--- config.mk ---
export PLATFORM = sky130hd
export DESIGN_NAME = mrms_cell
export DESIGN_NICKNAME = d
export VERILOG_FILES = /design/src/rtl/mrms_pkg.sv /design/src/rtl/mrms_cell.sv
export SDC_FILE = /design/constraint.sdc
export NUM_CORES = 1
export LEC_CHECK = 0
export BUFFER_PORTS_ARGS = -buffer_cell sky130_fd_sc_hd__clkbuf_2
export CORE_AREA = 2 2 166 168
export CTS_BUF_LIST = sky130_fd_sc_hd__clkbuf_4 sky130_fd_sc_hd__clkbuf_8 sky130_fd_sc_hd__clkbuf_16
export DETAILED_ROUTE_END_ITERATION = 10
export DIE_AREA = 0 0 168 170
export GPL_TIMING_DRIVEN = 0
export PLACE_DENSITY = 0.7
export SLEW_MARGIN = 20
export SYNTH_ARGS = -nofsm -noshare
export SYNTH_HDL_FRONTEND = slang
export SYNTH_SLANG_ARGS = --single-unit
--- constraint.sdc ---
create_clock -name clk -period 17.4 [get_ports clk]
set_clock_uncertainty 0.1 [all_clocks]
set_input_delay 0.87 -clock clk [delete_from_list [all_inputs] [get_ports clk]]
set_output_delay 0.87 -clock clk [all_outputs]
set_load 0.01 [all_outputs]
--- src/rtl/mrms_pkg.sv ---
// ----------------------------------------------------------------------------
// Memory region map sanitizer package
// Shared types and constants for the sorting chain and the merge unit.
// ----------------------------------------------------------------------------
`default_nettype none

package mrms_pkg;

  localparam int ADDR_W      = 52;
  localparam int SIZE_W      = 52;
  localparam int END_W       = 53;
  localparam int GAP_W       = 24;
  localparam int CFG_DATA_W  = 52;
  localparam int CFG_INDEX_W = 1;

  localparam logic [CFG_INDEX_W-1:0] REG_MERGE_GAP = 1'd0;
  localparam logic [CFG_INDEX_W-1:0] REG_MIN_SIZE  = 1'd1;

  localparam logic [GAP_W-1:0]  GAP_RESET = 24'h00_1000;
  localparam logic [SIZE_W-1:0] MIN_RESET = 52'h0_0000_0010_0000;

  typedef struct packed {
    logic [ADDR_W-1:0] region_base;
    logic [SIZE_W-1:0] region_size;
    logic              last_region;
  } in_item_t;

  typedef struct packed {
    logic [ADDR_W-1:0] span_base;
    logic [SIZE_W-1:0] span_size;
    logic              span_last;
    logic              none_left;
  } out_item_t;

  typedef struct packed {
    logic [ADDR_W-1:0] base;
    logic [SIZE_W-1:0] size;
  } region_t;

  typedef struct packed {
    logic    valid;
    region_t region;
  } wave_t;

  typedef struct packed {
    logic    valid;
    logic    first;
    logic    final_pop;
    region_t region;
  } pop_t;

endpackage

`default_nettype wire

--- src/rtl/mrms_cell.sv ---
// ----------------------------------------------------------------------------
// Sorting cell
// Holds one region of the ascending chain. Insertion waves travel to the
// right one cell per cycle; during unload the chain shifts to the left.
// ----------------------------------------------------------------------------
`default_nettype none

module mrms_cell #(
  parameter int INDEX = 0,
  parameter int IDX_W = 5
) (
  input  wire                   clk,
  input  wire                   rst,
  input  wire                   shift,
  input  mrms_pkg::wave_t       wave_in,
  input  wire  [IDX_W-1:0]      wave_in_idx,
  input  mrms_pkg::region_t     right_held,
  output mrms_pkg::wave_t       wave_out,
  output logic [IDX_W-1:0]      wave_out_idx,
  output mrms_pkg::region_t     held
);

  logic              settle;
  logic              take;
  logic              out_valid;
  mrms_pkg::region_t out_region;

  // The wave of the n-th item of a list finds cell n empty.
  assign settle = (wave_in_idx == IDX_W'(INDEX));
  assign take   = settle || (wave_in.region.base < held.base);

  assign wave_out = '{valid: out_valid, region: out_region};

  always_ff @(posedge clk) begin
    if (rst) begin
      out_valid <= 1'b0;
    end else if (shift) begin
      out_valid <= 1'b0;
    end else begin
      out_valid <= wave_in.valid && !settle;
    end
  end

  always_ff @(posedge clk) begin
    wave_out_idx <= wave_in_idx;
    if (shift) begin
      held <= right_held;
    end else if (wave_in.valid) begin
      if (take) begin
        held       <= wave_in.region;
        out_region <= held;
      end else begin
        out_region <= wave_in.region;
      end
    end
  end

endmodule

`default_nettype wire

Word level (Yosys, flattened, before mapping)
Cells that the tools add are included.
Cells by class
  magnitude comparators: 1
  bitwise gates (word level): 1
  multiplexer cells: 4
  reduce and logical (&&, ||, !) cells: 9
Operators by type and width (number)
  2-to-1 mux 104 bit: 4
  < comparator 52 bit: 1
  logical NOT 5 bit: 1
  AND reduction 2 bit: 2
  nonzero test 2 bit: 2
  OR reduction 2 bit: 1
  logical AND 1 bit: 1
  logical NOT 1 bit: 1
  logical OR 1 bit: 1
  NOT 1 bit: 1
Storage, ports and cells
  output and inout port bits: 214
  register bits: 214
  word-level logic and storage cells: 21
  input port bits: 217

Depth between registers and ports, before layout
Gate-level depths: netlist of the first run.
  depth in word-level cells: 5
  gate-level depth with buffers: 12
  mapped depth without buffers: 9

Least setup slack after synthesis of the first run
Ideal clock, no wire load.
  path kind: input to register
  start point: input wave_in[97] (netlist bit)
  end point: register held[0] (netlist bit), enable pin
  stages on the path: 11
  path slack: 9402 ps
  arrival time: 7310 ps
  path buffers: 3
  data required time: 16712 ps
  library setup time: 588 ps
  path through: ha_1 a21o_1 nand3_1 a21oi_1 a2111oi_0 a21oi_1 a31o_1 buf_4 buf_12 buf_12 o21bai_1
On the way
  cells in the longest elaborated chain, start to end: 4
RTL lines
  from (decl): RTL line mrms_cell.sv:15  | input mrms_pkg::wave_t wave_in,
  < comparator 52 bit: RTL line mrms_cell.sv:30  | assign take = settle || (wave_in.region.base < held.base);
  logical OR 1 bit: RTL line mrms_cell.sv:30
  nonzero test 2 bit (no source line)
  AND reduction 2 bit (no source line)
  to (signal assigned): RTL line mrms_cell.sv:47  | held <= right_held;
  to (signal assigned): RTL line mrms_cell.sv:50  | held <= wave_in.region;
  to (decl): RTL line mrms_cell.sv:20  | output mrms_pkg::region_t held
Every way passes these cells.
A chain may end at the register's enable or synchronous reset.

Worst setup path after layout of the first run
  start point: input wave_in[97] (netlist bit)
  end point: register held[8] (netlist bit), enable pin
Same word-level chain as after synthesis.

==> results of run 1 <==
## flip-flops by register name, indices dropped and copies added, names as in the netlist
name / count
wave_out: 104
held: 104
out_valid: 1
wave_out_idx: 5
## kinds of logic (layout without fill, tap and decap cells)
group,Yosys count,count (layout)
AND/OR/NAND/NOR,41,41
adder cells (fa/ha/maj),51,51
multiplexers,208,208
AO/OA/AOI/OAI,41,41
buffers and inverters,77,560
flip-flops,214,214
other,0,1
## stage by stage
stage	instances	util, %
final	1457	52.9
after global routing	1456	52.9
after CTS	1456	52.9
after detailed placement	1412	49.7
after global placement	1402	48.7
after floorplan	632	-
## critical path, stage by stage
cell                        delay (ns)
sky130_fd_sc_hd__clkbuf_2         0.10
sky130_fd_sc_hd__ha_1             0.31
sky130_fd_sc_hd__a21o_1           0.16
sky130_fd_sc_hd__nand3_1          0.08
sky130_fd_sc_hd__a21oi_1          0.06
sky130_fd_sc_hd__a2111oi_0        0.75
sky130_fd_sc_hd__a21oi_1          0.15
sky130_fd_sc_hd__a31o_1           0.21
sky130_fd_sc_hd__buf_4            0.18
sky130_fd_sc_hd__buf_12           0.17
sky130_fd_sc_hd__buf_12           0.16
sky130_fd_sc_hd__o21bai_4         0.38
sky130_fd_sc_hd__buf_16           0.23
sky130_fd_sc_hd__buf_12           0.20
## final timing paths
kind	to	depth (start not counted)	startpoint
worst min-delay path	wave_out_idx[4]	1	wave_in_idx[4]
worst max-delay path	held[8]	14	wave_in[97]
worst min register to register	wave_out[2]	1	held[2]
worst max register to register	held[8]	14	held[97]
## final cells by class
type	count	area (um2)
fill	2223	12500
multi-input combinational	341	3650
buffer	25	218
timing repair buffer	439	2380
antenna	1	2.50
clock inverter	15	206
clock buffer	29	656
sequential	214	6370
inverter	52	195
tap	341	427
## placed cells by master, fill, tap and decap left out, drive strengths merged
cell type | Yosys | layout
ha | 51 | 51
o21bai | 1 | 1
nand3b | 1 | 1
diode | 0 | 1
a211oi | 5 | 5
and4 | 1 | 1
mux2 | 208 | 208
edfxtp | 208 | 208
o211ai | 1 | 1
nor2 | 7 | 7
clkinv | 0 | 7
clkinvlp | 0 | 2
a211o | 2 | 2
dfxtp | 6 | 6
a31o | 1 | 1
a21oi | 19 | 19
a21o | 5 | 5
buf | 13 | 23
clkbuf | 12 | 470
a2111oi | 3 | 3
nand4 | 10 | 10
nor3 | 1 | 1
bufinv | 0 | 5
nor4 | 1 | 1
nand2 | 9 | 9
nand3 | 9 | 9
inv | 52 | 53
nand2b | 1 | 1
or4 | 1 | 1
o21ai | 4 | 4
## routing by layer
layer,global-route usage (%),up-vias,part of all wire [%]
li1,-,3369,-
met1,22.1,3428,39
met2,34.4,296,51
met3,4.77,54,7.2
met4,6.73,0,3.2
met5,0,-,0
## report_power, final
part	switching [uW]	internal, uW	leakage (uW)
Combinational	143	155	0.00383
Sequential	22.0	630	0.00207
Clock	209	343	0.000425
Total	374	1130	0.00633
==> impl_results.html, run 1 <==
<table>
<tr><th>Metric</th><th>Value</th></tr>
<tr><th colspan="2">Timing</th></tr>
<tr><td>Worst setup margin</td><td>13.46 ns</td></tr>
<tr><td>Share of the clock period used by the worst path</td><td>22.6%</td></tr>
<tr><td>Count of final hold-check violations</td><td>0</td></tr>
<tr><td>Final-layout worst hold slack</td><td>0.375 ns</td></tr>
<tr><td>Minimum clock period after layout</td><td>3.94 ns</td></tr>
<tr><td>Achievable frequency</td><td>254 MHz</td></tr>
<tr><td>Actual transition at the worst max-transition pin</td><td>0.936 ns</td></tr>
<tr><td>Number of pins exceeding their max-slew limit in the final report</td><td>0</td></tr>
<tr><td>Post-route setup TNS</td><td>0 ns</td></tr>
<tr><td>Final setup fails</td><td>0</td></tr>
<tr><td>RSZ-0062 raised after global routing</td><td>no</td></tr>
<tr><td>Slew headroom</td><td>37.6%</td></tr>
<tr><th colspan="2">Die</th></tr>
<tr><td>Core area</td><td>0.0267 mm2</td></tr>
<tr><td>Overall die height</td><td>170 um</td></tr>
<tr><td>Area enclosed by the die boundary</td><td>0.0286 mm2</td></tr>
<tr><td>Horiz. Die Dim</td><td>168 um</td></tr>
<tr><td>Standard-cell rows</td><td>60</td></tr>
<tr><td>Effective utilization at floorplan</td><td>39.1%</td></tr>
<tr><td>Number of primary I/O pins</td><td>431</td></tr>
<tr><th colspan="2">Pwr</th></tr>
<tr><td>Power, Total</td><td>1500 uW</td></tr>
<tr><td>Leakage power</td><td>0.00633 uW</td></tr>
<tr><td>Power per cell area</td><td>107 mW/mm2</td></tr>
<tr><td>Peak supply drop</td><td>0.0000807 V</td></tr>
<tr><th colspan="2">Clock network</th></tr>
<tr><td>Hold-fix buffer count after cts</td><td>0</td></tr>
<tr><td>Total CTS buffers</td><td>25</td></tr>
<tr><td>Worst-path clk slew</td><td>0.06 ns</td></tr>
<tr><td>Post CTS Setup Buffer Count</td><td>0</td></tr>
<tr><td>CTS max path bufs</td><td>3</td></tr>
<tr><td>Clock network latency to the later pin of the worst-skew pair</td><td>0.52 ns</td></tr>
<tr><td>PostCTS Resize Cnt</td><td>0</td></tr>
<tr><td>Num Clock Sinks</td><td>214</td></tr>
<tr><td>Buffer cell driving the clock tree root</td><td>sky130_fd_sc_hd__clkbuf_16</td></tr>
<tr><td>TritonCTS clock tree</td><td>built</td></tr>
<tr><td># H-tree levels</td><td>1</td></tr>
<tr><th colspan="2">Synth</th></tr>
<tr><td>Post-Synth XOR/XNOR Area</td><td>0%</td></tr>
<tr><td>Fraction of synthesized cell area taken by the top area cell type</td><td>60.0%</td></tr>
<tr><td>Gate count after technology mapping</td><td>632</td></tr>
<tr><td>Flop and latch count out of synthesis</td><td>214</td></tr>
<tr><td>Post-synthesis cell type count</td><td>28</td></tr>
<tr><td>Per-instance average area after synthesis</td><td>16.5 um2</td></tr>
<tr><td>Yosys warning count</td><td>0</td></tr>
<tr><td>Ranking of synthesized cells by instance count</td><td>sky130_fd_sc_hd__edfxtp_1, sky130_fd_sc_hd__mux2_2, sky130_fd_sc_hd__inv_1</td></tr>
<tr><td>Proportion of register bits with asynchronous set or reset after synthesis</td><td>0%</td></tr>
<tr><td>Main flop type after synthesis</td><td>sky130_fd_sc_hd__edfxtp_1</td></tr>
<tr><td>Post-synth design cell area</td><td>0.0104 mm2</td></tr>
<tr><td>Number of enable flip-flop cells after synthesis</td><td>208</td></tr>
<tr><td>Synthesized-area fraction occupied by ao, oa, aoi and oai cells</td><td>2.48%</td></tr>
<tr><td>Syn_nets</td><td>900</td></tr>
<tr><td>Post-synthesis cell type with the largest combined area</td><td>sky130_fd_sc_hd__edfxtp_1</td></tr>
<tr><td>Main combinational cell family by area after synthesis</td><td>multiplexers</td></tr>
<tr><td>Cells taking the most area after synthesis</td><td>sky130_fd_sc_hd__edfxtp_1, sky130_fd_sc_hd__mux2_2, sky130_fd_sc_hd__mux2_4, sky130_fd_sc_hd__ha_1, sky130_fd_sc_hd__inv_1</td></tr>
<tr><td>Area fraction in and, or, nand and nor cells after synthesis</td><td>2.01%</td></tr>
<tr><td>Sequential cell area fraction in the yosys report</td><td>61.2%</td></tr>
<tr><td>Adder and majority gate portion of the synthesized area</td><td>6.13%</td></tr>
<tr><td>Most common cell in the synthesized netlist</td><td>sky130_fd_sc_hd__edfxtp_1</td></tr>
<tr><td>Multiplexer area fraction after synthesis</td><td>24.3%</td></tr>
<tr><th colspan="2">Drt</th></tr>
<tr><td>Drt drc</td><td>0</td></tr>
<tr><td>Detailed Route Iter0 Violations</td><td>373</td></tr>
<tr><td>Remaining number of nets flagged by the antenna check after routing</td><td>0</td></tr>
<tr><td>Number of detailed-route iterations in the first pass</td><td>4</td></tr>
<tr><td>Average vias per placed instance</td><td>4.91</td></tr>
<tr><td>Average routed wire per standard cell</td><td>19.5 um</td></tr>
<tr><td>WL final</td><td>28400 um</td></tr>
<tr><td>Routed via count</td><td>7147</td></tr>
<tr><th colspan="2">Min path</th></tr>
<tr><td>Hold/Removal Path Class</td><td>primary input to flip-flop</td></tr>
<tr><th colspan="2">Placement</th></tr>
<tr><td>Routability congestion estimate</td><td>0.811</td></tr>
<tr><td>Cell area after placement</td><td>0.0132 mm2</td></tr>
<tr><td>Quantity of I/O buffers inserted on ports</td><td>429</td></tr>
<tr><td>Half-perimeter wire length after placement</td><td>22300 um</td></tr>
<tr><td>Worst slack at placement</td><td>12.97 ns</td></tr>
<tr><th colspan="2">Critical path</th></tr>
<tr><td>Arr. time, crit path</td><td>4.05 ns</td></tr>
<tr><td>Crit path required time</td><td>17.51 ns</td></tr>
<tr><td>Sort of element at the end of the critical path</td><td>flip-flop</td></tr>
<tr><td>Biggest fanout along the worst timing path</td><td>25</td></tr>
<tr><td>Worst reg-to-reg setup slack</td><td>13.50 ns</td></tr>
<tr><td>Crit path launch type</td><td>primary input</td></tr>
<tr><td>Category of the critical setup timing path</td><td>primary input to flip-flop</td></tr>
<tr><th colspan="2">GRT</th></tr>
<tr><td>Global-route wire length before repair</td><td>41800 um</td></tr>
<tr><td>Vias in the first global route</td><td>7261</td></tr>
<tr><td>Largest net degree at the start of global routing</td><td>26</td></tr>
<tr><td>Antenna violations before repair</td><td>0</td></tr>
<tr><td>Grt total ovfl</td><td>0</td></tr>
<tr><td>Total routing resource utilization after global routing</td><td>19.1%</td></tr>
<tr><th colspan="2">Final layout</th></tr>
<tr><td>Summed area of non-filler cells in the final layout</td><td>0.0141 mm2</td></tr>
<tr><td>Area grow syn2layout</td><td>35.5%</td></tr>
<tr><td>Share of final-layout standard cells stronger than drive strength 1</td><td>63.1%</td></tr>
<tr><td>Post-layout nets</td><td>1366</td></tr>
<tr><th colspan="2">Status</th></tr>
<tr><td>Outcome</td><td>finished clean</td></tr>
<tr><th colspan="2">Run</th></tr>
<tr><td>Maximum capacitance violations</td><td>0</td></tr>
</table>
Power figures use the tool's default switching activity.
==> run 2, diff against run 1 <==
--- a/config.mk
+++ b/config.mk
@@ -6,12 +6,12 @@
 export NUM_CORES = 1
 export LEC_CHECK = 0
 export BUFFER_PORTS_ARGS = -buffer_cell sky130_fd_sc_hd__clkbuf_2
-export CORE_AREA = 2 2 166 168
+export CORE_AREA = 2 2 167 169
 export CTS_BUF_LIST = sky130_fd_sc_hd__clkbuf_4 sky130_fd_sc_hd__clkbuf_8 sky130_fd_sc_hd__clkbuf_16
 export DETAILED_ROUTE_END_ITERATION = 10
-export DIE_AREA = 0 0 168 170
+export DIE_AREA = 0 0 169 171
 export GPL_TIMING_DRIVEN = 0
-export PLACE_DENSITY = 0.7
+export PLACE_DENSITY = 0.72
 export SLEW_MARGIN = 20
 export SYNTH_ARGS = -nofsm -noshare
 export SYNTH_HDL_FRONTEND = slang
==> constraint.sdc (replaced) <==
create_clock -name clk -period 3.4 [get_ports clk]
set_clock_uncertainty 0.1 [all_clocks]
set_input_delay 0.17 -clock clk [delete_from_list [all_inputs] [get_ports clk]]
set_output_delay 0.17 -clock clk [all_outputs]
set_load 0.01 [all_outputs]
==> run 2 against run 1 <==
Against the previous run: the run now fails in 4_1_cts; synthesized cell count unchanged; synthesized area unchanged.
==> impl_results.html, run 2 <==
<table>
<tr><th>Metric</th><th>Value</th></tr>
<tr><th colspan="2">Synth</th></tr>
<tr><td>Post-synthesis cell type with the largest combined area</td><td>sky130_fd_sc_hd__edfxtp_1</td></tr>
<tr><td>Flop and latch count out of synthesis</td><td>214 (unchanged)</td></tr>
<tr><td>Main flop type after synthesis</td><td>sky130_fd_sc_hd__edfxtp_1</td></tr>
<tr><td>Synthesized-area fraction occupied by ao, oa, aoi and oai cells</td><td>2.48% (unchanged)</td></tr>
<tr><td>Number of enable flip-flop cells after synthesis</td><td>208 (unchanged)</td></tr>
<tr><td>Multiplexer area fraction after synthesis</td><td>24.3% (unchanged)</td></tr>
<tr><td>Area fraction in and, or, nand and nor cells after synthesis</td><td>2.01% (unchanged)</td></tr>
<tr><td>Cells taking the most area after synthesis</td><td>sky130_fd_sc_hd__edfxtp_1, sky130_fd_sc_hd__mux2_2, sky130_fd_sc_hd__mux2_4, sky130_fd_sc_hd__ha_1, sky130_fd_sc_hd__inv_1</td></tr>
<tr><td>Main combinational cell family by area after synthesis</td><td>multiplexers</td></tr>
<tr><td>Post-synthesis cell type count</td><td>28 (unchanged)</td></tr>
<tr><td>Per-instance average area after synthesis</td><td>16.5 um2 (unchanged)</td></tr>
<tr><td>Yosys warning count</td><td>0 (unchanged)</td></tr>
<tr><td>Most common cell in the synthesized netlist</td><td>sky130_fd_sc_hd__edfxtp_1</td></tr>
<tr><td>Syn_nets</td><td>900 (unchanged)</td></tr>
<tr><td>Post-Synth XOR/XNOR Area</td><td>0% (unchanged)</td></tr>
<tr><td>Adder and majority gate portion of the synthesized area</td><td>6.13% (unchanged)</td></tr>
<tr><td>Gate count after technology mapping</td><td>632 (unchanged)</td></tr>
<tr><td>Fraction of synthesized cell area taken by the top area cell type</td><td>60.0% (unchanged)</td></tr>
<tr><td>Post-synth design cell area</td><td>0.0104 mm2 (unchanged)</td></tr>
<tr><td>Proportion of register bits with asynchronous set or reset after synthesis</td><td>0% (unchanged)</td></tr>
<tr><td>Sequential cell area fraction in the yosys report</td><td>61.2% (unchanged)</td></tr>
<tr><td>Ranking of synthesized cells by instance count</td><td>sky130_fd_sc_hd__edfxtp_1, sky130_fd_sc_hd__mux2_2, sky130_fd_sc_hd__inv_1</td></tr>
<tr><th colspan="2">Die</th></tr>
<tr><td>Overall die height</td><td>171 um (+0.59%)</td></tr>
<tr><td>Effective utilization at floorplan</td><td>38.1% (-0.96 points)</td></tr>
<tr><td>Horiz. Die Dim</td><td>169 um (+0.60%)</td></tr>
<tr><td>Number of primary I/O pins</td><td>431 (unchanged)</td></tr>
<tr><td>Standard-cell rows</td><td>61 (+1.7%)</td></tr>
<tr><th colspan="2">Clock network</th></tr>
<tr><td>CTS max path bufs</td><td>3 (unchanged)</td></tr>
<tr><td>Total CTS buffers</td><td>24 (-4.0%)</td></tr>
<tr><td>Buffer cell driving the clock tree root</td><td>sky130_fd_sc_hd__clkbuf_16</td></tr>
<tr><td>Post CTS Setup Buffer Count</td><td>3 (+3)</td></tr>
<tr><td>Hold-fix buffer count after cts</td><td>293 (+293)</td></tr>
<tr><td>Num Clock Sinks</td><td>214 (unchanged)</td></tr>
<tr><td>PostCTS Resize Cnt</td><td>8 (+8)</td></tr>
<tr><td># H-tree levels</td><td>1 (unchanged)</td></tr>
<tr><th colspan="2">Status</th></tr>
<tr><td>Outcome</td><td>aborted with a tool error</td></tr>
<tr><td>First error in the log</td><td>[ERROR RSZ-0060] Max buffer count reached.</td></tr>
<tr><td>Stage at which the run stopped</td><td>4_1_cts</td></tr>
<tr><th colspan="2">Placement</th></tr>
<tr><td>Quantity of I/O buffers inserted on ports</td><td>429 (unchanged)</td></tr>
<tr><td>Half-perimeter wire length after placement</td><td>22700 um (+1.8%)</td></tr>
<tr><td>Cell area after placement</td><td>0.0132 mm2 (about the same)</td></tr>
<tr><td>Total placed cells including tap cells</td><td>1416 (+0.28%)</td></tr>
<tr><td>Worst slack at placement</td><td>-0.716 ns (-13.68 ns)</td></tr>
<tr><td>Routability congestion estimate</td><td>0.812 (+0.12%)</td></tr>
</table>
-- run 2: logic make-up after synthesis --
kind of cell / Yosys count
flops: 214
buf+inv: 77
compound gates: 41
fa+ha+maj: 51
simple gates: 41
mux: 208
-- run 2: metrics by stage --
step | utilization [%] | setup TNS (ns) | hold slack (ns)
detailed placement | 48.4 | -73.90 | 0.190
global placement | 47.6 | -558.17 | 0.183
floorplan | - | -149.16 | 0.0977
==> run 3, diff against run 2 <==
==> config.mk (replaced) <==
export PLATFORM = sky130hd
export DESIGN_NAME = mrms_cell
export DESIGN_NICKNAME = d
export VERILOG_FILES = /design/src/rtl/mrms_pkg.sv /design/src/rtl/mrms_cell.sv
export SDC_FILE = /design/constraint.sdc
export NUM_CORES = 1
export LEC_CHECK = 0
export BUFFER_PORTS_ARGS = -buffer_cell sky130_fd_sc_hd__clkbuf_2
export CORE_MARGIN = 1
export CORE_UTILIZATION = 35
export DETAILED_ROUTE_END_ITERATION = 10
export GPL_TIMING_DRIVEN = 0
export PLACE_DENSITY_LB_ADDON = 0.15
export SLEW_MARGIN = 20
export SYNTH_ARGS = -nofsm -noshare
export SYNTH_HDL_FRONTEND = slang
export SYNTH_SLANG_ARGS = --single-unit
==> constraint.sdc (replaced) <==
create_clock -name clk -period 4.4 [get_ports clk]
set_clock_uncertainty 0.1 [all_clocks]
set_input_delay 0.22 -clock clk [delete_from_list [all_inputs] [get_ports clk]]
set_output_delay 0.22 -clock clk [all_outputs]
set_load 0.01 [all_outputs]
==> run 3 against run 2 <==
Against the previous run: the run again fails in 4_1_cts; synthesized cell count unchanged; synthesized area unchanged.
==> impl_results.html, run 3 <==
<table>
<tr><th>Metric</th><th>Value</th></tr>
<tr><th colspan="2">Clock network</th></tr>
<tr><td># H-tree levels</td><td>1 (unchanged)</td></tr>
<tr><td>Post CTS Setup Buffer Count</td><td>0 (-3)</td></tr>
<tr><td>PostCTS Resize Cnt</td><td>0 (-8)</td></tr>
<tr><td>Total CTS buffers</td><td>26 (+8.3%)</td></tr>
<tr><td>Buffer cell driving the clock tree root</td><td>sky130_fd_sc_hd__clkbuf_16</td></tr>
<tr><td>CTS max path bufs</td><td>3 (unchanged)</td></tr>
<tr><td>Hold-fix buffer count after cts</td><td>301 (+2.7%)</td></tr>
<tr><td>Num Clock Sinks</td><td>214 (unchanged)</td></tr>
<tr><th colspan="2">Synth</th></tr>
<tr><td>Post-synthesis cell type count</td><td>28 (unchanged)</td></tr>
<tr><td>Main combinational cell family by area after synthesis</td><td>multiplexers</td></tr>
<tr><td>Proportion of register bits with asynchronous set or reset after synthesis</td><td>0% (unchanged)</td></tr>
<tr><td>Multiplexer area fraction after synthesis</td><td>24.3% (unchanged)</td></tr>
<tr><td>Adder and majority gate portion of the synthesized area</td><td>6.13% (unchanged)</td></tr>
<tr><td>Sequential cell area fraction in the yosys report</td><td>61.2% (unchanged)</td></tr>
<tr><td>Cells taking the most area after synthesis</td><td>sky130_fd_sc_hd__edfxtp_1, sky130_fd_sc_hd__mux2_2, sky130_fd_sc_hd__mux2_4, sky130_fd_sc_hd__ha_1, sky130_fd_sc_hd__inv_1</td></tr>
<tr><td>Main flop type after synthesis</td><td>sky130_fd_sc_hd__edfxtp_1</td></tr>
<tr><td>Post-Synth XOR/XNOR Area</td><td>0% (unchanged)</td></tr>
<tr><td>Number of enable flip-flop cells after synthesis</td><td>208 (unchanged)</td></tr>
<tr><td>Gate count after technology mapping</td><td>632 (unchanged)</td></tr>
<tr><td>Yosys warning count</td><td>0 (unchanged)</td></tr>
<tr><td>Post-synthesis cell type with the largest combined area</td><td>sky130_fd_sc_hd__edfxtp_1</td></tr>
<tr><td>Flop and latch count out of synthesis</td><td>214 (unchanged)</td></tr>
<tr><td>Synthesized-area fraction occupied by ao, oa, aoi and oai cells</td><td>2.48% (unchanged)</td></tr>
<tr><td>Post-synth design cell area</td><td>0.0104 mm2 (unchanged)</td></tr>
<tr><td>Most common cell in the synthesized netlist</td><td>sky130_fd_sc_hd__edfxtp_1</td></tr>
<tr><td>Area fraction in and, or, nand and nor cells after synthesis</td><td>2.01% (unchanged)</td></tr>
<tr><td>Syn_nets</td><td>900 (unchanged)</td></tr>
<tr><td>Per-instance average area after synthesis</td><td>16.5 um2 (unchanged)</td></tr>
<tr><td>Ranking of synthesized cells by instance count</td><td>sky130_fd_sc_hd__edfxtp_1, sky130_fd_sc_hd__mux2_2, sky130_fd_sc_hd__inv_1</td></tr>
<tr><td>Fraction of synthesized cell area taken by the top area cell type</td><td>60.0% (unchanged)</td></tr>
<tr><th colspan="2">Die</th></tr>
<tr><td>Overall die height</td><td>174 um (+2.0%)</td></tr>
<tr><td>Number of primary I/O pins</td><td>431 (unchanged)</td></tr>
<tr><td>Horiz. Die Dim</td><td>174 um (+3.2%)</td></tr>
<tr><td>Standard-cell rows</td><td>62 (+1.6%)</td></tr>
<tr><td>Effective utilization at floorplan</td><td>35.9% (-2.2 points)</td></tr>
<tr><th colspan="2">Placement</th></tr>
<tr><td>Half-perimeter wire length after placement</td><td>22600 um (-0.33%)</td></tr>
<tr><td>Quantity of I/O buffers inserted on ports</td><td>429 (unchanged)</td></tr>
<tr><td>Routability congestion estimate</td><td>0.781 (-3.7%)</td></tr>
<tr><td>Worst slack at placement</td><td>0.258 ns (+0.974 ns)</td></tr>
<tr><th colspan="2">Status</th></tr>
<tr><td>Stage at which the run stopped</td><td>4_1_cts</td></tr>
<tr><td>Outcome</td><td>aborted with a tool error</td></tr>
<tr><td>First error in the log</td><td>[ERROR RSZ-0060] Max buffer count reached.</td></tr>
</table>
## run 3: logic make-up after synthesis
kind of cell | Yosys count
AO/OA/AOI/OAI | 41
adder cells (fa/ha/maj) | 51
buffers and inverters | 77
flip-flops | 214
multiplexers | 208
AND/OR/NAND/NOR | 41
## run 3: through the flow
| step | instances | utilization (%) | cell area [um2] |
|---|---|---|---|
| 3_5_place_dp | 1455 | 45.8 | 13300 |
| 3_3_place_gp | 1445 | 45.0 | 13100 |
| 2_1_floorplan | 632 | - | 10400 |
