`config.mk`:
```
export PLATFORM = sky130hd
export DESIGN_NAME = mrms_merge
export DESIGN_NICKNAME = d
export VERILOG_FILES = /design/src/rtl/mrms_pkg.sv /design/src/rtl/mrms_merge.sv
export SDC_FILE = /design/constraint.sdc
export NUM_CORES = 1
export LEC_CHECK = 0
export BUFFER_PORTS_ARGS = -buffer_cell sky130_fd_sc_hd__buf_2
export CORE_AREA = 4 4 172 340
export CTS_BUF_LIST = sky130_fd_sc_hd__clkbuf_2
export DETAILED_ROUTE_END_ITERATION = 10
export DIE_AREA = 0 0 176 344
export PLACE_DENSITY = 0.8
export SETUP_SLACK_MARGIN = 0.3
export SLEW_MARGIN = 20
export SYNTH_ARGS = -nofsm -noshare
export SYNTH_HDL_FRONTEND = slang
export SYNTH_SLANG_ARGS = --single-unit
```
`constraint.sdc`:
```
create_clock -name clk -period 18.75 [get_ports clk]
set_input_delay 0 -clock clk [delete_from_list [all_inputs] [get_ports clk]]
set_output_delay 0 -clock clk [all_outputs]
set_load 0.02 [all_outputs]
```
`src/rtl/mrms_pkg.sv`:
```
// ----------------------------------------------------------------------------
// Memory region map sanitizer package
// Shared types and constants for the sorting chain and the merge unit.
// ----------------------------------------------------------------------------
`default_nettype none

package mrms_pkg;

  localparam int ADDR_W      = 52;
  localparam int SIZE_W      = 52;
  localparam int END_W       = 53;
  localparam int GAP_W       = 24;
  localparam int CFG_DATA_W  = 52;
  localparam int CFG_INDEX_W = 1;

  localparam logic [CFG_INDEX_W-1:0] REG_MERGE_GAP = 1'd0;
  localparam logic [CFG_INDEX_W-1:0] REG_MIN_SIZE  = 1'd1;

  localparam logic [GAP_W-1:0]  GAP_RESET = 24'h00_1000;
  localparam logic [SIZE_W-1:0] MIN_RESET = 52'h0_0000_0010_0000;

  typedef struct packed {
    logic [ADDR_W-1:0] region_base;
    logic [SIZE_W-1:0] region_size;
    logic              last_region;
  } in_item_t;

  typedef struct packed {
    logic [ADDR_W-1:0] span_base;
    logic [SIZE_W-1:0] span_size;
    logic              span_last;
    logic              none_left;
  } out_item_t;

  typedef struct packed {
    logic [ADDR_W-1:0] base;
    logic [SIZE_W-1:0] size;
  } region_t;

  typedef struct packed {
    logic    valid;
    region_t region;
  } wave_t;

  typedef struct packed {
    logic    valid;
    logic    first;
    logic    final_pop;
    region_t region;
  } pop_t;

endpackage

`default_nettype wire

```
`src/rtl/mrms_merge.sv`:
```
// ----------------------------------------------------------------------------
// Span merge unit
// Merges the sorted region stream into spans, filters them by size and
// presents the survivors with the final one marked, or flags none_left.
// ----------------------------------------------------------------------------
`default_nettype none

module mrms_merge (
  input  wire                               clk,
  input  wire                               rst,
  input  mrms_pkg::pop_t                    pop,
  input  wire  [mrms_pkg::GAP_W-1:0]        merge_gap,
  input  wire  [mrms_pkg::SIZE_W-1:0]       min_region_size,
  output logic                              result_valid,
  output mrms_pkg::out_item_t               result
);

  localparam int END_W = mrms_pkg::END_W;

  logic                        p_valid;
  logic                        p_first;
  logic                        p_final;
  logic [mrms_pkg::ADDR_W-1:0] p_base;
  logic [END_W-1:0]            p_end;

  logic [mrms_pkg::ADDR_W-1:0] cur_base;
  logic [END_W-1:0]            cur_end;
  logic                        flush;
  logic                        join_span;

  logic                        close_valid;
  logic                        close_tail;
  logic [mrms_pkg::ADDR_W-1:0] close_base;
  logic [END_W-1:0]            close_end;

  logic                        b_valid;
  logic                        b_tail;
  logic [mrms_pkg::ADDR_W-1:0] b_base;
  logic [mrms_pkg::SIZE_W-1:0] b_size;
  logic [END_W-1:0]            diff;

  logic                        keep;
  logic                        have_pend;
  logic                        fin;
  logic [mrms_pkg::ADDR_W-1:0] pend_base;
  logic [mrms_pkg::SIZE_W-1:0] pend_size;

  assign join_span = ({2'b00, p_base} <= ({1'b0, cur_end} + (END_W + 1)'(merge_gap)));
  assign diff      = close_end - END_W'(close_base);
  assign keep      = (b_size >= min_region_size);

  always_ff @(posedge clk) begin
    if (rst) begin
      p_valid      <= 1'b0;
      flush        <= 1'b0;
      close_valid  <= 1'b0;
      close_tail   <= 1'b0;
      b_valid      <= 1'b0;
      b_tail       <= 1'b0;
      have_pend    <= 1'b0;
      fin          <= 1'b0;
      result_valid <= 1'b0;
    end else begin
      p_valid     <= pop.valid;
      flush       <= p_valid && p_final;
      close_valid <= (p_valid && !p_first && !join_span) || flush;
      close_tail  <= flush;
      b_valid     <= close_valid;
      b_tail      <= close_valid && close_tail;
      fin         <= b_valid && b_tail;
      if (fin) begin
        have_pend    <= 1'b0;
        result_valid <= 1'b1;
      end else if (b_valid && keep) begin
        have_pend    <= 1'b1;
        result_valid <= have_pend;
      end else begin
        result_valid <= 1'b0;
      end
    end
  end

  always_ff @(posedge clk) begin
    p_first <= pop.first;
    p_final <= pop.final_pop;
    p_base  <= pop.region.base;
    p_end   <= END_W'(pop.region.base) + END_W'(pop.region.size);

    if (p_valid) begin
      if (p_first || !join_span) begin
        cur_base   <= p_base;
        cur_end    <= p_end;
        close_base <= cur_base;
        close_end  <= cur_end;
      end else if (p_end > cur_end) begin
        cur_end <= p_end;
      end
    end else if (flush) begin
      close_base <= cur_base;
      close_end  <= cur_end;
    end

    b_base <= close_base;
    if (diff[END_W-1]) begin
      b_size <= '1;
    end else begin
      b_size <= diff[mrms_pkg::SIZE_W-1:0];
    end

    if (fin) begin
      if (have_pend) begin
        result.span_base <= pend_base;
        result.span_size <= pend_size;
        result.span_last <= 1'b1;
        result.none_left <= 1'b0;
      end else begin
        result.span_base <= '0;
        result.span_size <= '0;
        result.span_last <= 1'b0;
        result.none_left <= 1'b1;
      end
    end else if (b_valid && keep) begin
      result.span_base <= pend_base;
      result.span_size <= pend_size;
      result.span_last <= 1'b0;
      result.none_left <= 1'b0;
      pend_base        <= b_base;
      pend_size        <= b_size;
    end
  end

endmodule

`default_nettype wire

```
# Yosys cells after proc, flatten, opt, wreduce, memory -nomap -nowiden
# Index checks and enable logic that the tools add are counted.
# totals
reg_bits	640
input_bits	185
output_inout_bits	107
word_cells	64
# classes
n_addsub	3
n_lt_le_gt_ge	3
n_eq_ne	1
mux	13
n_bitwise	1
reduce_logical	18
# op_table
operator	count
$mux 106	3
$mux 53	5
$mux 52	3
$add 53x24->54	1
$le 52x54->1	1
$add 52x52->53	1
$gt 53x53->1	1
$sub 53x52->53	1
$ge 52x52->1	1
$reduce_and 2->1	4
$logic_and 1x1->1	6
$reduce_bool 2->1	3
$logic_not 1->1	2
$logic_or 1x1->1	2
$mux 1	2
$ne 2x1->1 const B	1
$reduce_or 2->1	1
$not 1->1	1

# Depth between registers and ports, before layout
# Gate-level depths: netlist of the first run.
# depth
ltp_word	6
ltp_mapped	24
mapped_depth_nobuf	24

# Worst setup path after synthesis of the first run
# OpenSTA, ideal clock, no wires.
# synth_timing
path_type	reg-to-reg
from	register cur_end[0]
to	register close_base[0] in the netlist's numbering, enable pin
setup_ns	1.541
arrival_ns	7.453
required_ns	17.209
path_slack_ns	9.756
path_stages_with_launch	24
path_buffers	0
synth_period_minus_slack_ns	8.994
path_cell_list	edfxtp_1 -> ha_1 -> inv_1 -> fa_1 -> nor2b_1 -> o21ai_0 -> a21o_1 -> a211oi_2 -> a21oi_1 -> o31ai_2 -> nand3_1 -> nor2_2 -> and3_1 -> xnor2_1 -> ha_1 -> nand2_1 -> nor2_1 -> and3_1 -> nand4_1 -> or3_1 -> o21ai_0 -> nor2_1 -> a22oi_1 -> o21ai_0
# synth_between
elab_chain_cells	6
# synth_rtl
element	line	source
start, declared	mrms_merge.sv:27	logic [END_W-1:0] cur_end;
start signal, assigned	mrms_merge.sv:92	cur_end <= p_end;
start signal, assigned	mrms_merge.sv:96	cur_end <= p_end;
$add 53x24->54	mrms_merge.sv:48	assign join_span = ({2'b00, p_base} <= ({1'b0, cur_end} + (END_W + 1)'(merge_gap)));
$le 52x54->1	mrms_merge.sv:48	
$logic_not 1->1	mrms_merge.sv:90	if (p_first || !join_span) begin
$logic_or 1x1->1	mrms_merge.sv:90	
$ne 2x1->1 (no line)	-	
$reduce_and 2->1 (no line)	-	
end signal, assigned	mrms_merge.sv:93	close_base <= cur_base;
end signal, assigned	mrms_merge.sv:99	close_base <= cur_base;
end, declared	mrms_merge.sv:33	logic [mrms_pkg::ADDR_W-1:0] close_base;
# Every way passes these cells.
# A chain may end at the register's enable or synchronous reset.

# Worst setup path after layout of the first run
# layout_timing
from	register cur_end[0]
to	register close_base[8] in the netlist's numbering, enable pin
# The elaborated chain is that of the path after synthesis.

==> metrics.csv, run 1 <==
stage;metric;value;unit
placement;gpl congestion;0.9372;
global_routing;antenna violations before repair;1;
routing;Final ANT Viol Nets;0;
setup_path;r2r endpoint;close_base[8];
clock_network;Clk Latency, worst-skew pair;1070;ps
yosys;Seq cells post-synth;640;
yosys;Post-Synth Adder-Cell Area;12.36;%
yosys;Seq/Total Area, Yosys;58.01;%
routing;M1 WL;27270;um
timing;Max Fclk;139.8;MHz
global_routing;global route overflow;0;
clock_network;H-tree lvl count;4;
final_layout;Area Overhead vs Synth;22.00;%
yosys;async set-reset flop share out of synthesis;0;%
yosys;synth warn;0;
clock_network;clk sink count;640;
final_layout;area occupied by registers;17020;um^2
setup_path;Startpoint Class;flop;
setup_path;Critical Path RT;19400;ps
routing;DRT Pass-1 Iters;5;
final_layout;Fill cells;4478;
clock_network;number of buffers created by CTS;133;
die;Rows;123;
placement;DPL Wire Length;50740;um
routing;routed wire length;69360;um
routing;met3 WL post-DR;3156;um
yosys;EDFF count, synth;420;
timing;Final Cycle Share;38.14;%
routing;highest routed layer;met4;
pwr;Pwr Density;92.40;nW/um^2
timing;unrepaired setup endpoints after global routing;false;
clock_network;CTS tree;built;
final_layout;share of layout cells above drive strength 1;16.77;%
setup_path;worst path arrival time;7800;ps
global_routing;largest net degree at the start of global routing;106;
clock_network;CTS Root Cell;clkbuf_2;
placement;port bufs;291;
die;Horiz. Die Dim;176;um
job;Max-cap violations;0;
setup_path;R2R Path Start;cur_end[0];
global_routing;gr usage total;22.87;%
setup_path;worst setup path start;cur_end[0];
routing;DR WL/cell;17.55;um
setup_path;r2r worst-path depth;25;
yosys;post-synthesis compound-gate area fraction;11.90;%
die;Die Footprint;60540;um^2
global_routing;global-route wire length before repair;110300;um
yosys;mux share of post-synthesis cell area;0.1834;%
pwr;worst vdd ir;0.00004357;V
routing;Initial DRC Count;956;
yosys;Cells after Synth;2416;
yosys;main combinational cell family by area after synthesis;adder cells;
timing;final critical-path required period;7152;ps
timing;final setup TNS;0;ps
clock_network;Clock Tree Buf Depth;3;
setup_path;critical path class;flop to flop;
yosys;Mapped Area;29330;um^2
routing;mean number of vias per cell;5.279;
yosys;Synthesized Nets;2889;
pwr;leakage;15.53;nW
routing;metal2 WL;35340;um
clock_network;Post-CTS Setup Repair Bufs;0;
timing;final hold violations;0;
timing;Max Slew Vio Count;0;
timing;Rel. slew slack;31.36;%
global_routing;vias in the first global route;21960;
setup_path;register-to-register setup slack;11600;ps
yosys;post-synthesis xor/xnor area fraction;4.206;%
setup_path;CP Capture Point;close_base[8];
timing;final setup vio count;0;
clock_network;Worst-path clk slew;120;ps
status;status;completed;
yosys;syn avg cell area;12.14;um^2
final_layout;Post-layout nets;3569;
yosys;Distinct cells, synth;76;
die;Core ar.;56020;um^2
pwr;Tot Pwr;3.307;mW
timing;final setup skew;76.53;ps
final_layout;area of the multi-input gates;11400;um^2
die;total I/O pin count;292;
yosys;Top FF cell, synth;edfxtp_1;
timing;Tightest Pin Transition;1020;ps
die;Initial Utilization;52.36;%
yosys;Synth Area in Simple Gates;10.08;%
setup_path;Max Fanout on Critical Path;79;
die;Die Y;344;um
min_path;HP Class;primary input to flop;
routing;number of remaining DRC errors;0;
routing;DR vias;20870;
setup_path;type of destination of the critical path;flop;
==> timing repair <==
| item | CTS | global route |
|---|---|---|
| hold endpoints to repair | 144 | 0 |
| resized for setup | 0 | 0 |
| hold buffers | 286 | 0 |
==> cell usage after synthesis (7+ instances only) <==
library cell | count | area (um^2)
o21ai_0 | 93 | 465.5
o31ai_1 | 7 | 52.55
xnor2_1 | 95 | 832.1
and2_1 | 115 | 719.4
nand4_1 | 55 | 344.1
nand2_1 | 141 | 529.3
a21boi_0 | 9 | 67.56
a21oi_1 | 162 | 810.8
nor2b_1 | 34 | 212.7
edfxtp_1 | 420 | 12610
o211ai_1 | 15 | 112.6
nor2_1 | 67 | 251.5
inv_1 | 203 | 762.0
a21o_1 | 135 | 1013
a211oi_1 | 15 | 112.6
nor3_1 | 17 | 85.08
and3_1 | 18 | 112.6
nor4_1 | 14 | 87.58
xor2_1 | 44 | 385.4
o21bai_1 | 11 | 82.58
ha_1 | 285 | 3566
and4_1 | 8 | 70.07
clkbuf_1 | 28 | 105.1
a31oi_1 | 20 | 125.1
o21a_1 | 15 | 112.6
o21ai_1 | 8 | 40.04
nand2b_1 | 29 | 181.4
dfxtp_1 | 220 | 4404
nand3_1 | 37 | 185.2
==> power breakdown <==
part / leakage, nW / switching (mW) / internal [mW]
sequential: 5.71 / 0.0751 / 1.64
clock: 0.958 / 0.504 / 0.340
combinational: 8.87 / 0.403 / 0.342
==> metal layers <==
metal  GRT usage [%]  up-vias
met2           41.46      765
met4           11.82        0
met3           3.465      216
met5               0        -
li1                -    10220
met1           25.96     9667
==> cell type report <==
class                      instances  area share, %
clock buffer                     186          2.601
tap                              750          2.622
multi-input combinational       1533          31.87
antenna                            1       0.006993
sequential                       640          47.55
timing repair buffer             585          12.24
clock inverter                    55         0.9824
inverter                         203          2.133
==> worst min-delay path by stage <==
stage	startpoint	endpoint	slack [ps]	depth (start not counted)
2_1_floorplan	pop[52]	p_base[0]	30	0
3_3_place_gp	pop[105]	p_first	100	1
3_5_place_dp	pop[105]	p_first	100	1
4_1_cts	pop[78]	p_base[26]	0.4	3
5_1_grt	pop[60]	p_base[8]	30	3
6_report	pop[81]	p_base[29]	190	3
==> registers in the layout (all words and copies together), names as in the netlist, 52 cells and up <==
signal      flops
result        106
close_end      53
cur_end        53
p_end          53
b_base         52
b_size         52
close_base     52
cur_base       52
p_base         52
pend_base      52
pend_size      52
==> worst max-delay path, stage by stage (launching register included) <==
cell and delay (ps):
edfxtp_1 400, ha_1 180, inv_1 60, fa_1 400, nor2b_1 110, o21ai_0 110
a21o_1 250, a211oi_2 330, a21oi_1 220, o31ai_2 380, nand3_1 360, nor2_2 400
and3_1 220, xnor2_1 70, ha_1 300, nand2_1 50, nor2_1 160, and3_1 220
nand4_1 120, or3_1 420, o311ai_0 290, a221oi_1 110, nor2_1 120, a22oi_1 190
o21ai_4 360, buf_4 840
==> cells in the final DEF, fill, tap and decap left out, types with 34 or more instances in the layout <==
| master | Yosys | layout |
|---|---|---|
| dfxtp_1 | 220 | 220 |
| nor2_1 | 67 | 67 |
| dlygate4sd3_1 | 0 | 286 |
| and2_1 | 115 | 115 |
| edfxtp_1 | 420 | 420 |
| clkinv_1 | 0 | 34 |
| a21oi_1 | 162 | 162 |
| ha_1 | 285 | 285 |
| nand2_1 | 141 | 141 |
| nand3_1 | 37 | 37 |
| nand4_1 | 55 | 55 |
| inv_1 | 203 | 202 |
| a21o_1 | 135 | 135 |
| o21ai_0 | 93 | 91 |
| buf_2 | 6 | 291 |
| clkbuf_2 | 1 | 186 |
| xnor2_1 | 95 | 95 |
| xor2_1 | 44 | 44 |
==> stage by stage <==
step / utilization (%) / instances / instance area [um^2] / hold WS (ps) / setup WS [ps]
2_1_floorplan: - / 2416 / 29330 / 27.72 / 9756
3_3_place_gp: 56.48 / 3425 / 31640 / 102.3 / 11710
3_5_place_dp: 56.48 / 3425 / 31640 / 104.1 / 11590
4_1_cts: 63.88 / 3952 / 35780 / 0.3696 / 11540
5_1_grt: 63.88 / 3953 / 35790 / 34.20 / 11100
6_report: 63.88 / 3953 / 35790 / 186.9 / 11600
==> cell families (layout without fill, tap and decap cells) <==
logic type / Yosys count / count (layout)
AO/OA/AOI/OAI: 541 / 541
flip-flops: 640 / 640
adder cells (fa/ha/maj): 288 / 288
XOR/XNOR: 140 / 140
multiplexers: 5 / 5
other: 0 / 1
buffers and inverters: 243 / 1029
AND/OR/NAND/NOR: 559 / 559
No activity file was read; power rests on OpenSTA's default activity.
==> run 2: changes to the inputs <==
- PLACE_DENSITY: 0.8 -> 0.83
- clock period: 18.75 -> 6.5 ns (I/O delays scaled with it)
==> run 2 against run 1 <==
Compared with the run above: critical path depth is 2 lower; global-route usage rose by 0.60 points; power increased to 2.9 times the previous value; wire length up 4.4%; highest routed layer unchanged; combinational power rose to 3.0 times the previous value; sequential share of layout area is 0.35 points lower; clock power rose to 2.8 times the previous value; largest cell class unchanged; worst hold slack worse by 40 ps; count of clock-buffer cells in the layout is 2 higher; non-clock buffer count is 19 higher; final cell count up 0.40%; critical endpoint is now close_end[42]; via count up 1.3%.
==> metrics.csv, run 2 (same netlist as run 1, synthesis figures left out) <==
stage;metric;value;unit
final_layout;Area Overhead vs Synth;22.91;%
setup_path;type of destination of the critical path;flop;
routing;Final ANT Viol Nets;0;
timing;final setup skew;91.60;ps
global_routing;M2 GR Usage;42.33;%
timing;final setup vio count;0;
setup_path;Critical Path RT;7240;ps
pwr;leakage;15.67;nW
routing;DR vias;21140;
final_layout;most common cell after layout, fill and taps aside;edfxtp_1;
final_layout;Finished Layout Cells;3969;
setup_path;slowest stage delay, CP;440;ps
setup_path;Buffers & Inverters on Critical Path;2;
clock_network;Clock Tree Buf Depth;3;
timing;Rel. slew slack;36.39;%
setup_path;worst path arrival time;6650;ps
routing;number of remaining DRC errors;0;
timing;final hold violations;0;
setup_path;register-to-register setup slack;590;ps
global_routing;antenna violations before repair;4;
timing;Tightest Pin Transition;946.0;ps
placement;gpl congestion;0.8877;
global_routing;global-route layer with the greatest usage;met2;
final_layout;max reg flops;106;
global_routing;vias in the first global route;22270;
clock_network;H-tree lvl count;4;
final_layout;commonest cells after routing, fill and taps aside;420 x edfxtp_1, 291 x buf_2, 286 x dlygate4sd3_1;
die;total I/O pin count;292;
global_routing;largest net degree at the start of global routing;82;
setup_path;CP max-delay cell;edfxtp_1;
pwr;worst vdd ir;0.0001374;V
setup_path;Startpoint Class;flop;
final_layout;Post-layout nets;3585;
timing;Final Cycle Share;90.89;%
setup_path;Max Fanout on Critical Path;8;
routing;mean number of vias per cell;5.326;
global_routing;gr usage total;23.47;%
timing;final critical-path required period;5908;ps
clock_network;Worst-path clk slew;120;ps
global_routing;met3 Track Usage GR;3.410;%
setup_path;critical path class;flop to flop;
die;Horiz. Die Dim;176;um
clock_network;CTS tree;built;
pwr;Pwr Density;264.7;nW/um^2
final_layout;share of layout cells above drive strength 1;17.69;%
routing;DR WL/cell;18.25;um
min_path;HP Class;primary input to flop;
clock_network;number of buffers created by CTS;130;
placement;DP Cell Count;3434;
setup_path;CP Cell Sequence;ha_1 -> nand2_1 -> or2_1 -> nor4_2 -> o21ai_1 -> o211ai_1 -> a21oi_1 -> nor3_2 -> buf_4 -> nand3_1 -> xnor2_1 -> ha_1 -> nand4_1 -> nor2_1 -> and3_1 -> nand4_1 -> or3_1 -> o311ai_0 -> a221oi_1 -> nor2_1 -> a22oi_2 -> o21ai_4 -> clkbuf_16;
timing;Max Slew Vio Count;0;
pwr;Tot Pwr;9.544;mW
global_routing;global route overflow;0;
timing;unrepaired setup endpoints after global routing;false;
global_routing;met1 usage;25.89;%
global_routing;global-route wire length before repair;112000;um
die;Die Footprint;60540;um^2
routing;Initial DRC Count;938;
die;Core ar.;56020;um^2
die;Initial Utilization;52.36;%
clock_network;CTS Root Cell;clkbuf_2;
clock_network;Clk Latency, worst-skew pair;1100;ps
routing;routed wire length;72420;um
die;Die Y;344;um
final_layout;register bank with the most flops;result;
placement;DPL Wire Length;52050;um
timing;final setup TNS;0;ps
timing;Max Fclk;169.3;MHz
clock_network;clk sink count;640;
setup_path;critical path's top delay family;simple AND/OR/NAND/NOR gates;
status;status;completed;
placement;port bufs;291;
routing;DRT Pass-1 Iters;6;
job;Max-cap violations;0;
die;Rows;123;
run 2: final cells by class:
type,count,area [um^2]
Multi-Input combinational cell,1533,11450
Timing Repair Buffer,604,4626
Clock inverter,49,315.3
Antenna cell,2,5.005
Clock buffer,188,940.9
Inverter,203,762.0
Tap cell,750,938.4
Fill cell,4356,19970
Sequential cell,640,17020
run 2: metal layers:
layer  share of wire [%]  up-vias
met3                 4.7      260
li1                    -    10260
met4                 6.3        0
met2                  52      838
met5                   0        -
met1                  37     9782
run 2: worst min-delay path: cells and delay by family:
| family | cells | cell delay (ps) |
|---|---|---|
| buffers and inverters | 3 | 1200 |
run 2: path summary, 6_finish.rpt:
path / start / to / depth (start not counted)
max: cur_end[9] / close_end[42] / 23
max reg2reg: cur_end[9] / close_end[42] / 23
min reg2reg: b_base[44] / pend_base[44] / 0
min: pop[73] / p_base[21] / 3
run 2: report_power, final:
| group | leakage, nW | switching (mW) | internal (mW) |
|---|---|---|---|
| combinational | 9.00 | 1.19 | 1.02 |
| sequential | 5.71 | 0.217 | 4.73 |
| clock | 0.957 | 1.44 | 0.949 |
| total | 15.7 | 2.84 | 6.70 |
run 2: timing repair:
action                                 4_1_cts  5_1_grt
pin swaps                                    0        3
hold buffers                               286        0
gates resized for setup                      4       15
setup endpoints to repair                  142      211
endpoints found under the hold margin      139        0
gates cloned                                 1        6
buffers inserted                             0        3
run 2: stage by stage:
stage / setup slack [ps] / hold slack (ps) / utilization [%] / cell area, um^2
6_report: 591.8 / 147.3 / 64.36 / 36050
5_1_grt: 336.2 / 30.86 / 64.36 / 36050
4_1_cts: 333.9 / 0.2384 / 64.10 / 35910
3_5_place_dp: 204.6 / 103.6 / 56.66 / 31740
3_3_place_gp: 301.7 / 102.7 / 56.66 / 31740
2_1_floorplan: 172.8 / 27.72 / - / 29340
==> run 3: changes to the inputs <==
- PLACE_DENSITY: 0.83 -> 0.8
- RECOVER_POWER: not set -> 25
- clock period: 6.5 -> 5.62 ns (I/O delays scaled with it)
==> run 3 against run 2 <==
Compared with the run above: flip-flop and latch count is the same; sequential power rose by 16%; design area increased by 3.8%; combinational power up 28%; worst hold slack better by 27 ps; critical path depth grew 4; worst setup slack worse by 510 ps; power grew 19%; count of clock-buffer cells in the layout up 2; largest power group unchanged.
==> metrics.csv, run 3 (same netlist as run 1, synthesis figures left out) <==
stage;metric;value;unit
timing;final setup vio count;0;
global_routing;global route overflow;0;
setup_path;worst path arrival time;6350;ps
placement;Area after DPL;32150;um^2
routing;mean number of vias per cell;5.256;
final_layout;Area Overhead vs Synth;27.59;%
die;total I/O pin count;292;
final_layout;commonest cells after routing, fill and taps aside;420 x edfxtp_1, 288 x dlygate4sd3_1, 286 x buf_2;
setup_path;Startpoint Class;flop;
setup_path;Max Fanout on Critical Path;5;
routing;DR WL/cell;18.07;um
die;Horiz. Die Dim;176;um
global_routing;gr usage total;23.66;%
setup_path;r2r worst-path depth;27;
pwr;leakage;16.30;nW
timing;WHS;174.4;ps
global_routing;global-route wire length before repair;113300;um
placement;DPL Wire Length;51770;um
final_layout;share of layout cells above drive strength 1;20.19;%
setup_path;critical path class;flop to flop;
final_layout;fin area;37430;um^2
final_layout;max reg flops;106;
timing;setup ws final;86.80;ps
final_layout;final core utilization;66.81;%
global_routing;vias in the first global route;22460;
die;Core ar.;56020;um^2
clock_network;CTS Root Cell;clkbuf_2;
routing;M1 WL;27650;um
timing;Final Cycle Share;98.46;%
final_layout;Post-layout nets;3671;
job;Max-cap violations;0;
die;Rows;123;
clock_network;clk sink count;640;
die;Initial Utilization;52.36;%
global_routing;antenna violations before repair;5;
clock_network;H-tree lvl count;4;
clock_network;number of buffers created by CTS;130;
placement;port bufs;291;
timing;Tightest Pin Transition;888.7;ps
min_path;hold depth;8;
routing;Initial DRC Count;996;
placement;gpl congestion;0.9277;
clock_network;Clock Tree Buf Depth;3;
clock_network;CTS tree;built;
timing;unrepaired setup endpoints after global routing;true;
routing;met3 WL post-DR;3287;um
routing;highest routed layer;met4;
routing;DR vias;21300;
timing;Max Fclk;180.7;MHz
timing;Max Slew Vio Count;0;
routing;metal2 WL;38300;um
global_routing;largest net degree at the start of global routing;106;
final_layout;Finished Layout Cells;4052;
routing;Final ANT Viol Nets;0;
min_path;HP Class;primary input to flop;
timing;Rel. slew slack;40.25;%
routing;DRT Pass-1 Iters;5;
pwr;worst vdd ir;0.0001275;V
die;Die Footprint;60540;um^2
status;status;completed;
timing;final critical-path required period;5533;ps
setup_path;type of destination of the critical path;flop;
clock_network;Clk Latency, worst-skew pair;1120;ps
placement;Place WS;-245.6;ps
die;Die Y;344;um
pwr;Pwr Density;302.7;nW/um^2
timing;final hold violations;0;
clock_network;Worst-path clk slew;130;ps
placement;DP Cell Count;3481;
final_layout;most common cell after layout, fill and taps aside;edfxtp_1;
routing;routed wire length;73200;um
final_layout;register bank with the most flops;result;
routing;number of remaining DRC errors;0;
timing;final setup skew;108.4;ps
setup_path;Critical Path RT;6430;ps
==> run 3: power by group <==
group	internal, mW	leakage, nW	switching [mW]	total, mW
Sequential	5.47	5.71	0.248	5.72
Clock	1.14	0.949	1.65	2.79
Combinational	1.36	9.64	1.46	2.81
Total	7.97	16.3	3.36	11.3
==> run 3: layer usage <==
layer  track usage [%]  vias to the layer above
li1                  -                    10430
met1             26.12                     9944
met2             43.66                      721
met3             3.290                      202
met4             12.72                        0
met5                 0                        -
==> run 3: what timing repair did <==
item / CTS / global route
hold endpoints to repair: 128 / 0
endpoints found under the setup margin: 210 / 211
gates cloned: 12 / 15
gates resized for setup: 41 / 34
pin swaps: 9 / 11
buffers inserted: 9 / 11
hold buffers: 288 / 0
==> run 3: worst max-delay path, stage by stage, from the launching register on <==
cell      delay (ps)
edfxtp_1         390
ha_2             200
inv_2             40
fa_2             330
nor2b_1          140
o21ai_1           90
a21o_1           230
buf_4            180
a21oi_1          250
nand3_1          110
a21boi_0         310
o21ai_0          130
a21o_1           200
ha_1             290
a21o_1           160
a21oi_1          250
nor2_1           120
nor4bb_4         260
buf_4            160
o211ai_1         130
a221oi_2         320
nor2_1            90
a22oi_2          150
buf_4            170
o21ai_4          120
buf_12           190
buf_12           120
buf_16           130
==> run 3: final cells by class <==
cell class | instances | area [um^2]
fill | 4229 | 18590
sequential | 640 | 17020
multi-input combinational | 1533 | 11660
timing repair buffer | 690 | 5791
clock buffer | 190 | 950.9
tap | 750 | 938.4
inverter | 203 | 765.7
clock inverter | 42 | 299.0
antenna | 4 | 10.01
==> run 3: through the flow <==
| step | TNS (ps) | power, mW |
|---|---|---|
| 6_report | 0 | 11.33 |
| 2_1_floorplan | 0 | 7.358 |
| 3_5_place_dp | -30680 | 8.145 |
| 5_1_grt | -21620 | 11.97 |
| 3_3_place_gp | -17860 | 8.055 |
| 4_1_cts | 0 | 11.26 |
==> run 3: worst paths after layout <==
kind | to | slack (ps) | start
max reg2reg | close_end[16] | 90 | cur_end[0]
max | close_end[16] | 90 | cur_end[0]
min reg2reg | pend_base[41] | 350 | b_base[41]
min | pend_base[41] | 170 | min_region_size[44]
